**config.mk**
```make
export PLATFORM = sky130hd
export DESIGN_NAME = gregorian_date_offset_flat
export DESIGN_NICKNAME = d
export VERILOG_FILES = /design/src/rtl/gdo_pkg.sv /design/src/rtl/gdo_ifs.sv /design/src/rtl/gdo_ctrl.sv /design/src/rtl/gdo_datapath.sv /design/src/rtl/gregorian_date_offset.sv /design/src/flat_wrapper.sv
export SDC_FILE = /design/constraint.sdc
export NUM_CORES = 1
export LEC_CHECK = 0
export ABC_AREA = 1
export BUFFER_PORTS_ARGS = -buffer_cell sky130_fd_sc_hd__buf_2
export CAP_MARGIN = 15
export CORE_MARGIN = 10
export CORE_UTILIZATION = 50
export DETAILED_ROUTE_END_ITERATION = 16
export GPL_TIMING_DRIVEN = 0
export PLACE_DENSITY = 0.69
export SLEW_MARGIN = 20
export SYNTH_ARGS = -nofsm -noshare
export SYNTH_HDL_FRONTEND = slang
export SYNTH_SLANG_ARGS = --single-unit
```
**constraint.sdc**
```tcl
create_clock -name clk -period 14.1 [get_ports clk]
set_input_delay 0.705 -clock clk [delete_from_list [all_inputs] [get_ports clk]]
set_output_delay 0.705 -clock clk [all_outputs]
set_load 0.02 [all_outputs]
```
**src/rtl/gdo_pkg.sv**
```systemverilog
// ----------------------------------------------------------------------------
// gdo_pkg
// Shared types, constants and the month length table for the Gregorian
// date offset block.
// ----------------------------------------------------------------------------
package gdo_pkg;

  // Default width of the signed day offset.
  localparam int GDO_OFFSET_BITS_DEF = 16;

  // Field widths.
  localparam int DAY_W      = 5;
  localparam int MON_W      = 4;
  localparam int YEAR_IN_W  = 14;
  localparam int YEAR_OUT_W = 15;
  // Internal year width covers 9999 plus the largest offset span in years.
  localparam int YEAR_W     = 17;

  // Configuration port.
  localparam int CFG_IDX_W  = 2;
  localparam int CFG_DATA_W = 14;

  // Year mod 400 is carried as a residue of this width.
  localparam int R400_W = 9;

  // Reciprocal used to divide the base year by 400: q = (y * 5243) >> 21.
  localparam int RECIP_W     = 13;
  localparam int RECIP       = 5243;
  localparam int RECIP_SHIFT = 21;
  localparam int QPROD_W     = YEAR_IN_W + RECIP_W;
  localparam int QUOT_W      = QPROD_W - RECIP_SHIFT;

  localparam int YEAR_MAX_IN  = 9999;
  localparam int YEAR_OUT_MIN = -16384;
  localparam int YEAR_OUT_MAX = 16383;

  localparam int BASE_DAY_RST   = 1;
  localparam int BASE_MONTH_RST = 1;
  localparam int BASE_YEAR_RST  = 2000;

  localparam int MONTHS = 12;

  typedef enum logic [CFG_IDX_W-1:0] {
    CFG_BASE_DAY   = 2'd0,
    CFG_BASE_MONTH = 2'd1,
    CFG_BASE_YEAR  = 2'd2
  } gdo_cfg_idx_t;

  typedef enum logic [1:0] {
    ST_IDLE,
    ST_MODR,
    ST_CLAMP,
    ST_STEP
  } gdo_state_t;

  // Commands from the controller to the datapath.
  typedef struct packed {
    logic accept;    // capture offset, base day and clamped base year and month
    logic mod_en;    // compute year mod 400
    logic clamp_en;  // clamp the base day to its month
    logic step_en;   // move one day
    logic load_out;  // copy the finished date into the output register
  } gdo_cmd_t;

  // Status from the datapath to the controller.
  typedef struct packed {
    logic count_zero;
  } gdo_status_t;

  // Number of days in a month, given whether the year is a leap year.
  function automatic logic [DAY_W-1:0] month_len(input logic [MON_W-1:0] mon,
                                                 input logic leap);
    logic [DAY_W-1:0] len;
    case (mon)
      4'd2:                      len = leap ? 5'd29 : 5'd28;
      4'd4, 4'd6, 4'd9, 4'd11:   len = 5'd30;
      default:                   len = 5'd31;
    endcase
    return len;
  endfunction

endpackage

```
**src/rtl/gdo_ifs.sv**
```systemverilog
// ----------------------------------------------------------------------------
// gdo_ifs
// Valid/ready channel interfaces for the offset input, the date result and
// the configuration writes.
// ----------------------------------------------------------------------------
interface gdo_in_if #(parameter int W = 16);
  logic                valid;
  logic                ready;
  logic signed [W-1:0] offset_days;

  modport source (output valid, output offset_days, input ready);
  modport sink   (input valid, input offset_days, output ready);
endinterface

interface gdo_out_if;
  logic               valid;
  logic               ready;
  logic [4:0]         result_day;
  logic [3:0]         result_month;
  logic signed [14:0] result_year;

  modport source (output valid, output result_day, output result_month,
                  output result_year, input ready);
  modport sink   (input valid, input result_day, input result_month,
                  input result_year, output ready);
endinterface

interface gdo_cfg_if;
  logic        valid;
  logic        ready;
  logic [1:0]  index;
  logic [13:0] data;

  modport source (output valid, output index, output data, input ready);
  modport sink   (input valid, input index, input data, output ready);
endinterface

```
**src/rtl/gdo_ctrl.sv**
```systemverilog
// ----------------------------------------------------------------------------
// gdo_ctrl
// Sequencer: starts an item, runs the residue and clamp steps, then steps
// one day per cycle and hands the date to the output register.
// ----------------------------------------------------------------------------
module gdo_ctrl import gdo_pkg::*; (
  input  logic        clk,
  input  logic        rst_n,
  input  logic        in_valid,
  output logic        in_ready,
  output logic        out_valid,
  input  logic        out_ready,
  input  gdo_status_t status,
  output gdo_cmd_t    cmd
);

  gdo_state_t state_r, state_nxt;
  logic       out_valid_r, out_valid_nxt;
  logic       out_free;

  assign out_free  = !out_valid_r || out_ready;
  assign out_valid = out_valid_r;
  assign in_ready  = (state_r == ST_IDLE);

  always_ff @(posedge clk) begin
    if (!rst_n) begin
      state_r     <= ST_IDLE;
      out_valid_r <= 1'b0;
    end else begin
      state_r     <= state_nxt;
      out_valid_r <= out_valid_nxt;
    end
  end

  always_comb begin
    state_nxt     = state_r;
    cmd           = '0;
    out_valid_nxt = out_valid_r && !out_ready;
    case (state_r)
      ST_IDLE: begin
        if (in_valid) begin
          cmd.accept = 1'b1;
          state_nxt  = ST_MODR;
        end
      end
      ST_MODR: begin
        cmd.mod_en = 1'b1;
        state_nxt  = ST_CLAMP;
      end
      ST_CLAMP: begin
        cmd.clamp_en = 1'b1;
        state_nxt    = ST_STEP;
      end
      ST_STEP: begin
        if (!status.count_zero) begin
          cmd.step_en = 1'b1;
        end else if (out_free) begin
          cmd.load_out  = 1'b1;
          out_valid_nxt = 1'b1;
          state_nxt     = ST_IDLE;
        end
      end
      default: begin
        state_nxt = ST_IDLE;
      end
    endcase
  end

endmodule

```
**src/rtl/gdo_datapath.sv**
```systemverilog
// ----------------------------------------------------------------------------
// gdo_datapath
// Base date registers, the running date with its year residue mod 400, the
// day counter and the output register.
// ----------------------------------------------------------------------------
module gdo_datapath import gdo_pkg::*; #(
  parameter int OFFSET_BITS = GDO_OFFSET_BITS_DEF
) (
  input  logic                          clk,
  input  logic                          rst_n,
  input  gdo_cmd_t                      cmd,
  output gdo_status_t                   status,
  input  logic signed [OFFSET_BITS-1:0] offset_days,
  input  logic                          cfg_we,
  input  logic [CFG_IDX_W-1:0]          cfg_index,
  input  logic [CFG_DATA_W-1:0]         cfg_data,
  output logic [DAY_W-1:0]              result_day,
  output logic [MON_W-1:0]              result_month,
  output logic signed [YEAR_OUT_W-1:0]  result_year
);

  localparam logic signed [YEAR_W-1:0] YMIN = YEAR_W'(YEAR_OUT_MIN);
  localparam logic signed [YEAR_W-1:0] YMAX = YEAR_W'(YEAR_OUT_MAX);
  localparam logic [R400_W-1:0]        R400_LAST = R400_W'(399);

  // Configuration registers.
  logic [DAY_W-1:0]     base_day_r;
  logic [MON_W-1:0]     base_month_r;
  logic [YEAR_IN_W-1:0] base_year_r;

  // Working registers.
  logic signed [YEAR_W-1:0]     year_r;
  logic [MON_W-1:0]             mon_r;
  logic [DAY_W-1:0]             day_r;
  logic [R400_W-1:0]            r400_r;
  logic [QPROD_W-1:0]           qprod_r;
  logic [OFFSET_BITS-1:0]       cnt_r;
  logic                         neg_r;
  logic [DAY_W-1:0]             res_day_r;
  logic [MON_W-1:0]             res_mon_r;
  logic [YEAR_OUT_W-1:0]        res_year_r;

  logic [YEAR_IN_W-1:0] year_clamp;
  logic [MON_W-1:0]     mon_clamp;
  logic [QUOT_W-1:0]    quot;
  logic [YEAR_IN_W-1:0] quot_x400;
  logic [YEAR_IN_W-1:0] rem_full;
  logic                 leap;
  logic [DAY_W-1:0]     ml_cur;
  logic [DAY_W-1:0]     ml_prev;
  logic signed [YEAR_W-1:0] year_sat;

  always_ff @(posedge clk) begin
    if (!rst_n) begin
      base_day_r   <= DAY_W'(BASE_DAY_RST);
      base_month_r <= MON_W'(BASE_MONTH_RST);
      base_year_r  <= YEAR_IN_W'(BASE_YEAR_RST);
    end else if (cfg_we) begin
      if (cfg_index == CFG_BASE_DAY)   base_day_r   <= cfg_data[DAY_W-1:0];
      if (cfg_index == CFG_BASE_MONTH) base_month_r <= cfg_data[MON_W-1:0];
      if (cfg_index == CFG_BASE_YEAR)  base_year_r  <= cfg_data[YEAR_IN_W-1:0];
    end
  end

  always_comb begin
    year_clamp = (base_year_r > YEAR_IN_W'(YEAR_MAX_IN)) ? YEAR_IN_W'(YEAR_MAX_IN)
                                                          : base_year_r;
    if (base_month_r == '0)                   mon_clamp = MON_W'(1);
    else if (base_month_r > MON_W'(MONTHS))   mon_clamp = MON_W'(MONTHS);
    else                                      mon_clamp = base_month_r;
  end

  // Year mod 400 from the registered reciprocal product.
  assign quot      = qprod_r[QPROD_W-1:RECIP_SHIFT];
  assign quot_x400 = (YEAR_IN_W'(quot) << 8) + (YEAR_IN_W'(quot) << 7)
                   + (YEAR_IN_W'(quot) << 4);
  assign rem_full  = year_r[YEAR_IN_W-1:0] - quot_x400;

  // Divisible by 4 but not by 100, or divisible by 400.
  assign leap = (r400_r[1:0] == 2'b00) && (r400_r != R400_W'(100))
             && (r400_r != R400_W'(200)) && (r400_r != R400_W'(300));
  assign ml_cur  = month_len(mon_r, leap);
  assign ml_prev = month_len(mon_r - MON_W'(1), leap);

  always_comb begin
    if (year_r < YMIN)      year_sat = YMIN;
    else if (year_r > YMAX) year_sat = YMAX;
    else                    year_sat = year_r;
  end

  always_ff @(posedge clk) begin
    if (cmd.accept) begin
      year_r  <= YEAR_W'(year_clamp);
      mon_r   <= mon_clamp;
      day_r   <= base_day_r;
      qprod_r <= QPROD_W'(year_clamp) * QPROD_W'(RECIP);
      neg_r   <= offset_days[OFFSET_BITS-1];
      cnt_r   <= offset_days[OFFSET_BITS-1] ? OFFSET_BITS'(-offset_days)
                                            : OFFSET_BITS'(offset_days);
    end
    if (cmd.mod_en) begin
      r400_r <= rem_full[R400_W-1:0];
    end
    if (cmd.clamp_en) begin
      if (day_r == '0)         day_r <= DAY_W'(1);
      else if (day_r > ml_cur) day_r <= ml_cur;
    end
    if (cmd.step_en) begin
      cnt_r <= cnt_r - OFFSET_BITS'(1);
      if (!neg_r) begin
        if (day_r == ml_cur) begin
          day_r <= DAY_W'(1);
          if (mon_r == MON_W'(MONTHS)) begin
            mon_r  <= MON_W'(1);
            year_r <= year_r + YEAR_W'(1);
            r400_r <= (r400_r == R400_LAST) ? '0 : r400_r + R400_W'(1);
          end else begin
            mon_r <= mon_r + MON_W'(1);
          end
        end else begin
          day_r <= day_r + DAY_W'(1);
        end
      end else begin
        if (day_r == DAY_W'(1)) begin
          if (mon_r == MON_W'(1)) begin
            mon_r  <= MON_W'(MONTHS);
            day_r  <= DAY_W'(31);
            year_r <= year_r - YEAR_W'(1);
            r400_r <= (r400_r == '0) ? R400_LAST : r400_r - R400_W'(1);
          end else begin
            mon_r <= mon_r - MON_W'(1);
            day_r <= ml_prev;
          end
        end else begin
          day_r <= day_r - DAY_W'(1);
        end
      end
    end
    if (cmd.load_out) begin
      res_day_r  <= day_r;
      res_mon_r  <= mon_r;
      res_year_r <= year_sat[YEAR_OUT_W-1:0];
    end
  end

  assign status.count_zero = (cnt_r == '0);
  assign result_day   = res_day_r;
  assign result_month = res_mon_r;
  assign result_year  = res_year_r;

endmodule

```
**src/rtl/gregorian_date_offset.sv**
```systemverilog
// ----------------------------------------------------------------------------
// gregorian_date_offset
// Adds a signed day offset to a configured Gregorian base date.
// ----------------------------------------------------------------------------
// Each input beat is followed by the residue and clamp steps; the day stepper
// then moves the running date by one day per cycle until the day counter is
// empty. No new offset is taken until that date is in the output register.
// The next input beat is taken while a finished result waits to be taken.
// Reset (rst_n, synchronous): base date returns to 2000-01-01, control idles.
// ----------------------------------------------------------------------------
module gregorian_date_offset import gdo_pkg::*; #(
  parameter int OFFSET_BITS = GDO_OFFSET_BITS_DEF
) (
  input logic          clk,
  input logic          rst_n,
  gdo_in_if.sink       in_if,
  gdo_out_if.source    out_if,
  gdo_cfg_if.sink      cfg_if
);

  // The controller and datapath talk only through these two bundles.
  gdo_cmd_t    cmd;
  gdo_status_t status;

  // Configuration writes land in the datapath on any cycle; the host must only
  // write while the block is idle (not enforced here), so no hold-off is used.
  assign cfg_if.ready = 1'b1;

  // The controller sequences each item: an accept beat loads the base date,
  // with year and month clamped, and the reciprocal product; the ST_MODR state
  // derives the year residue mod 400 (which drives the leap-year test from
  // then on), the ST_CLAMP state clamps the base day to its month, and then
  // the datapath steps one day per cycle until the day counter is empty.
  gdo_ctrl u_ctrl (
    .clk       (clk),
    .rst_n     (rst_n),
    .in_valid  (in_if.valid),
    .in_ready  (in_if.ready),
    .out_valid (out_if.valid),
    .out_ready (out_if.ready),
    .status    (status),
    .cmd       (cmd)
  );

  // The datapath keeps the running date, its year residue, the remaining
  // day count and the direction, plus the output register that holds a
  // finished result until the output beat is taken.
  gdo_datapath #(
    .OFFSET_BITS (OFFSET_BITS)
  ) u_datapath (
    .clk          (clk),
    .rst_n        (rst_n),
    .cmd          (cmd),
    .status       (status),
    .offset_days  (in_if.offset_days),
    .cfg_we       (cfg_if.valid),
    .cfg_index    (cfg_if.index),
    .cfg_data     (cfg_if.data),
    .result_day   (out_if.result_day),
    .result_month (out_if.result_month),
    .result_year  (out_if.result_year)
  );

endmodule

```
**src/flat_wrapper.sv**
```systemverilog
// flat-port wrapper written by rule: the top's interface ports become plain ports
module gregorian_date_offset_flat import gdo_pkg::*;
#(
  parameter int OFFSET_BITS = GDO_OFFSET_BITS_DEF
)
  (clk, rst_n, in_if_valid, in_if_offset_days, in_if_ready, out_if_valid, out_if_result_day, out_if_result_month, out_if_result_year, out_if_ready, cfg_if_valid, cfg_if_index, cfg_if_data, cfg_if_ready);
  gdo_in_if #(.W(GDO_OFFSET_BITS_DEF)) in_if_i ();
  gdo_out_if out_if_i ();
  gdo_cfg_if cfg_if_i ();
  input logic clk;
  input logic rst_n;
  input wire logic [$bits(in_if_i.valid)-1:0] in_if_valid;
  input wire logic [$bits(in_if_i.offset_days)-1:0] in_if_offset_days;
  output wire logic [$bits(in_if_i.ready)-1:0] in_if_ready;
  output wire logic [$bits(out_if_i.valid)-1:0] out_if_valid;
  output wire logic [$bits(out_if_i.result_day)-1:0] out_if_result_day;
  output wire logic [$bits(out_if_i.result_month)-1:0] out_if_result_month;
  output wire logic [$bits(out_if_i.result_year)-1:0] out_if_result_year;
  input wire logic [$bits(out_if_i.ready)-1:0] out_if_ready;
  input wire logic [$bits(cfg_if_i.valid)-1:0] cfg_if_valid;
  input wire logic [$bits(cfg_if_i.index)-1:0] cfg_if_index;
  input wire logic [$bits(cfg_if_i.data)-1:0] cfg_if_data;
  output wire logic [$bits(cfg_if_i.ready)-1:0] cfg_if_ready;
  assign in_if_i.valid = in_if_valid;
  assign in_if_i.offset_days = in_if_offset_days;
  assign in_if_ready = in_if_i.ready;
  assign out_if_valid = out_if_i.valid;
  assign out_if_result_day = out_if_i.result_day;
  assign out_if_result_month = out_if_i.result_month;
  assign out_if_result_year = out_if_i.result_year;
  assign out_if_i.ready = out_if_ready;
  assign cfg_if_i.valid = cfg_if_valid;
  assign cfg_if_i.index = cfg_if_index;
  assign cfg_if_i.data = cfg_if_data;
  assign cfg_if_ready = cfg_if_i.ready;
  gregorian_date_offset #(.OFFSET_BITS(OFFSET_BITS)) u_core (.clk(clk), .rst_n(rst_n), .in_if(in_if_i), .out_if(out_if_i), .cfg_if(cfg_if_i));
endmodule
```
==> flow_metrics.py <==
metrics = {
    "outcome": {
        "outcome": "finished, final reports clean",
    },
    "drt": {
        "wire_per_inst_microns": 15.6,
        "avgViaCountPerCell": 5.37,
        "ant_nets": 0,
        "via_count": 10400,
        "drt_iter0_drc": 834,
        "dr.pass1.iters": 6,
        "drcViolationCount": 0,
        "finalWirelength_microns": 30100,
    },
    "logic_synthesis": {
        "ys_ff_latch": 107,
        "synthCells": 1573,
        "yosysWarnings": 0,
        "synth_nets": 1784,
        "seq_area_frac_synth_pct": 23.1,
        "syn_avg_cell_area_sq_um": 7.18,
        "synth_edf_count": 46,
        "syn_area_sq_mm": 0.0113,
        "synth_cell_types": 47,
        "synth_ff_type": "dfxtp_1",
        "async_reset_ff_share_pct": 0,
    },
    "grt": {
        "grt_usage_pct": 20.8,
        "grt_overflow": 0,
        "grt_max_degree": 19,
        "grt_pass1_vias": 9560,
        "antenna_found_initial": 0,
        "grt_pass1_wl_microns": 48900,
    },
    "timing": {
        "finalClockSkew_ns": 0.0106,
        "finalSetupViolCount": 0,
        "totalNegativeSetupSlack_ns": 0,
        "rsz0062_at_grt": "false",
        "max_freq_mhz": 184,
        "tightestPinTransition_ns": 0.938,
        "max_slew_margin_pct": 37.5,
        "fin_crit_ns": 5.45,
        "drv_slew": 0,
        "hold_viol_final": 0,
        "finalCritPeriodShare_pct": 38.6,
    },
    "placed_design": {
        "dpl_cell_area_sq_mm": 0.0120,
        "io_buffers": 62,
        "dp_hpwl_microns": 24800,
        "gp_congestion": 0.969,
    },
    "clock_network": {
        "clkSlewWorstSetupHoldPaths_ns": 0.07,
        "clkSinkCount": 107,
        "cts.repair.resized": 0,
        "cts_made_buffers": 9,
        "insertion_delay_ns": 0.36,
        "cts_max_level": 3,
        "post_cts_buffers": 0,
        "ctsHoldBuffers": 0,
        "root_buffer": "clkbuf_16",
        "clockBufferDepth": 2,
        "cts_tree": "done",
    },
    "finish": {
        "final_common_cell": "nand2_1",
        "final_area_sq_mm": 0.0122,
        "synthToLayoutAreaGrowth_pct": 8.50,
        "final_cell_mix": "347 x nand2_1, 261 x inv_1, 137 x nor2_1",
        "diodes": 0,
        "num-nets-final": 1858,
        "layout-drive-gt1-share_pct": 10.1,
    },
    "floorplan": {
        "row_count": 54,
        "initial_core_util_pct": 51.2,
        "num_io_pins": 64,
        "die_y_microns": 170,
        "core-area_sq_mm": 0.0220,
        "die-area_sq_mm": 0.0290,
        "fp.dieW_microns": 170,
    },
    "setup_path": {
        "path_delay_family": "adder cells",
        "crit_path_max_incr_delay_ns": 0.55,
        "crit_buf_inv": 8,
        "crit_type": "flip-flop to flip-flop",
        "worst_setup_path_end_kind": "flip-flop",
        "required_ns": 14.21,
        "cp_data_arrival_time_ns": 5.56,
        "start_kind": "flip-flop",
        "critical_path_peak_fanout": 10,
        "critPathSlowestCell": "fa_1",
        "crit_path_frequent_cell": "nand2_1",
    },
    "power_and_ir_drop": {
        "swShare_pct": 51.9,
        "intPower_uw": 1090,
        "vdd_ir_drop_max_v": 0.0000871,
        "p_sw_uw": 1180,
        "power-per-cell-area_mw_per_mm2": 186,
        "comb_power_share_pct": 67.3,
        "p_clk_share_pct": 10.7,
        "pwr-share-seq_pct": 22.0,
        "p_leak_uw": 0.00612,
    },
    "worst_hold_path": {
        "min_path_type": "flip-flop to flip-flop",
    },
    "job": {
        "max-cap-violations": 0,
    },
}
==> through the flow <==
stage / util (%) / cells / worst slack, ns / hold slack, ns / total power (uW)
global route: 55.6 / 1932 / 8.30 / 0.472 / 2540
finish: 55.6 / 1932 / 8.65 / 0.451 / 2270
detailed placement: 54.3 / 1916 / 8.71 / 0.435 / 2020
CTS: 55.6 / 1932 / 8.69 / 0.456 / 2270
global placement: 54.2 / 1915 / 8.76 / 0.431 / 2000
floorplan: - / 1573 / 9.37 / 0.409 / 1650
==> synth_stat cells, drive strengths merged, types with 16 or more instances <==
master / instances / share of area, %
xnor2: 16 / 1.2
a21oi: 51 / 2.3
nand2: 359 / 12
edfxtp: 46 / 12
o21ai: 139 / 6.6
nand4: 24 / 1.6
dfxtp: 61 / 11
nor2: 155 / 5.9
o211ai: 18 / 1.2
o21bai: 16 / 1.1
fa: 53 / 9.4
xor2: 37 / 2.9
clkbuf: 19 / 0.63
nor3: 21 / 0.93
inv: 274 / 9.1
nand3: 101 / 4.6
ha: 121 / 13
buf: 25 / 1.7
==> power groups by stage <==
stage | logic, uW | clock network (uW) | registers [uW]
global route | 1770 | 260 | 508
CTS | 1530 | 247 | 497
floorplan | 1180 | 0 | 479
global placement | 1500 | 0 | 503
detailed placement | 1520 | 0 | 503
finish | 1530 | 243 | 501
==> sequential cells by signal, summed over array words and instances, names as in the netlist <==
signal / flops
u_core.u_datapath.neg_r: 1
u_core.u_datapath.qprod_r: 5
u_core.u_datapath.base_year_r: 14
u_core.u_datapath.result_day: 5
u_core.u_datapath.day_r: 5
u_core.u_ctrl.out_valid: 1
u_core.u_datapath.base_day_r: 5
u_core.u_datapath.base_month_r: 4
u_core.u_datapath.mon_r: 4
u_core.u_datapath.result_month: 4
u_core.u_datapath.r400_r: 9
u_core.u_datapath.cnt_r: 16
u_core.u_datapath.year_r: 17
u_core.u_ctrl.state_r: 2
u_core.u_datapath.result_year: 15
==> layout make-up <==
| class | count | area, sq um |
|---|---|---|
| clock inverter | 7 | 53.8 |
| inverter | 274 | 1030 |
| tap | 280 | 350 |
| clock buffer | 9 | 225 |
| sequential | 107 | 2600 |
| multi-input combinational | 1148 | 7410 |
| buffer | 44 | 259 |
| timing repair buffer | 63 | 322 |
| fill | 2152 | 9780 |
==> cell families after synthesis <==
kind of cell	Yosys count	share of synthesized area [%]
buf+inv	318	11.4
other cells	1	0.0332
fa+ha+maj	174	22.8
compound gates	246	12.4
xor+xnor	53	4.11
flops	107	23.1
simple gates	674	26.1
==> final timing paths <==
path	startpoint	to	slack, ns	cells after the start
max	u_core.u_datapath.base_year_r[7]$_SDFFE_PN1P_	u_core.u_datapath.qprod_r[21]$_DFFE_PP_	8.65	30
min	u_core.u_datapath.mon_r[2]$_DFF_P_	u_core.u_datapath.result_month[2]$_DFFE_PP_	0.45	0
max reg2reg	u_core.u_datapath.base_year_r[7]$_SDFFE_PN1P_	u_core.u_datapath.qprod_r[21]$_DFFE_PP_	8.65	30
min reg2reg	u_core.u_datapath.mon_r[2]$_DFF_P_	u_core.u_datapath.result_month[2]$_DFFE_PP_	0.45	0
==> per-layer routing <==
layer,share of wire (%),GRT usage [%],vias to the layer above
met2,44,32.7,320
li1,-,-,5208
met1,48,29.1,4814
met4,1.7,4.84,0
met5,0,1.04,-
met3,6.2,3.24,37
Note: power is estimated with default switching activity, not from simulation.
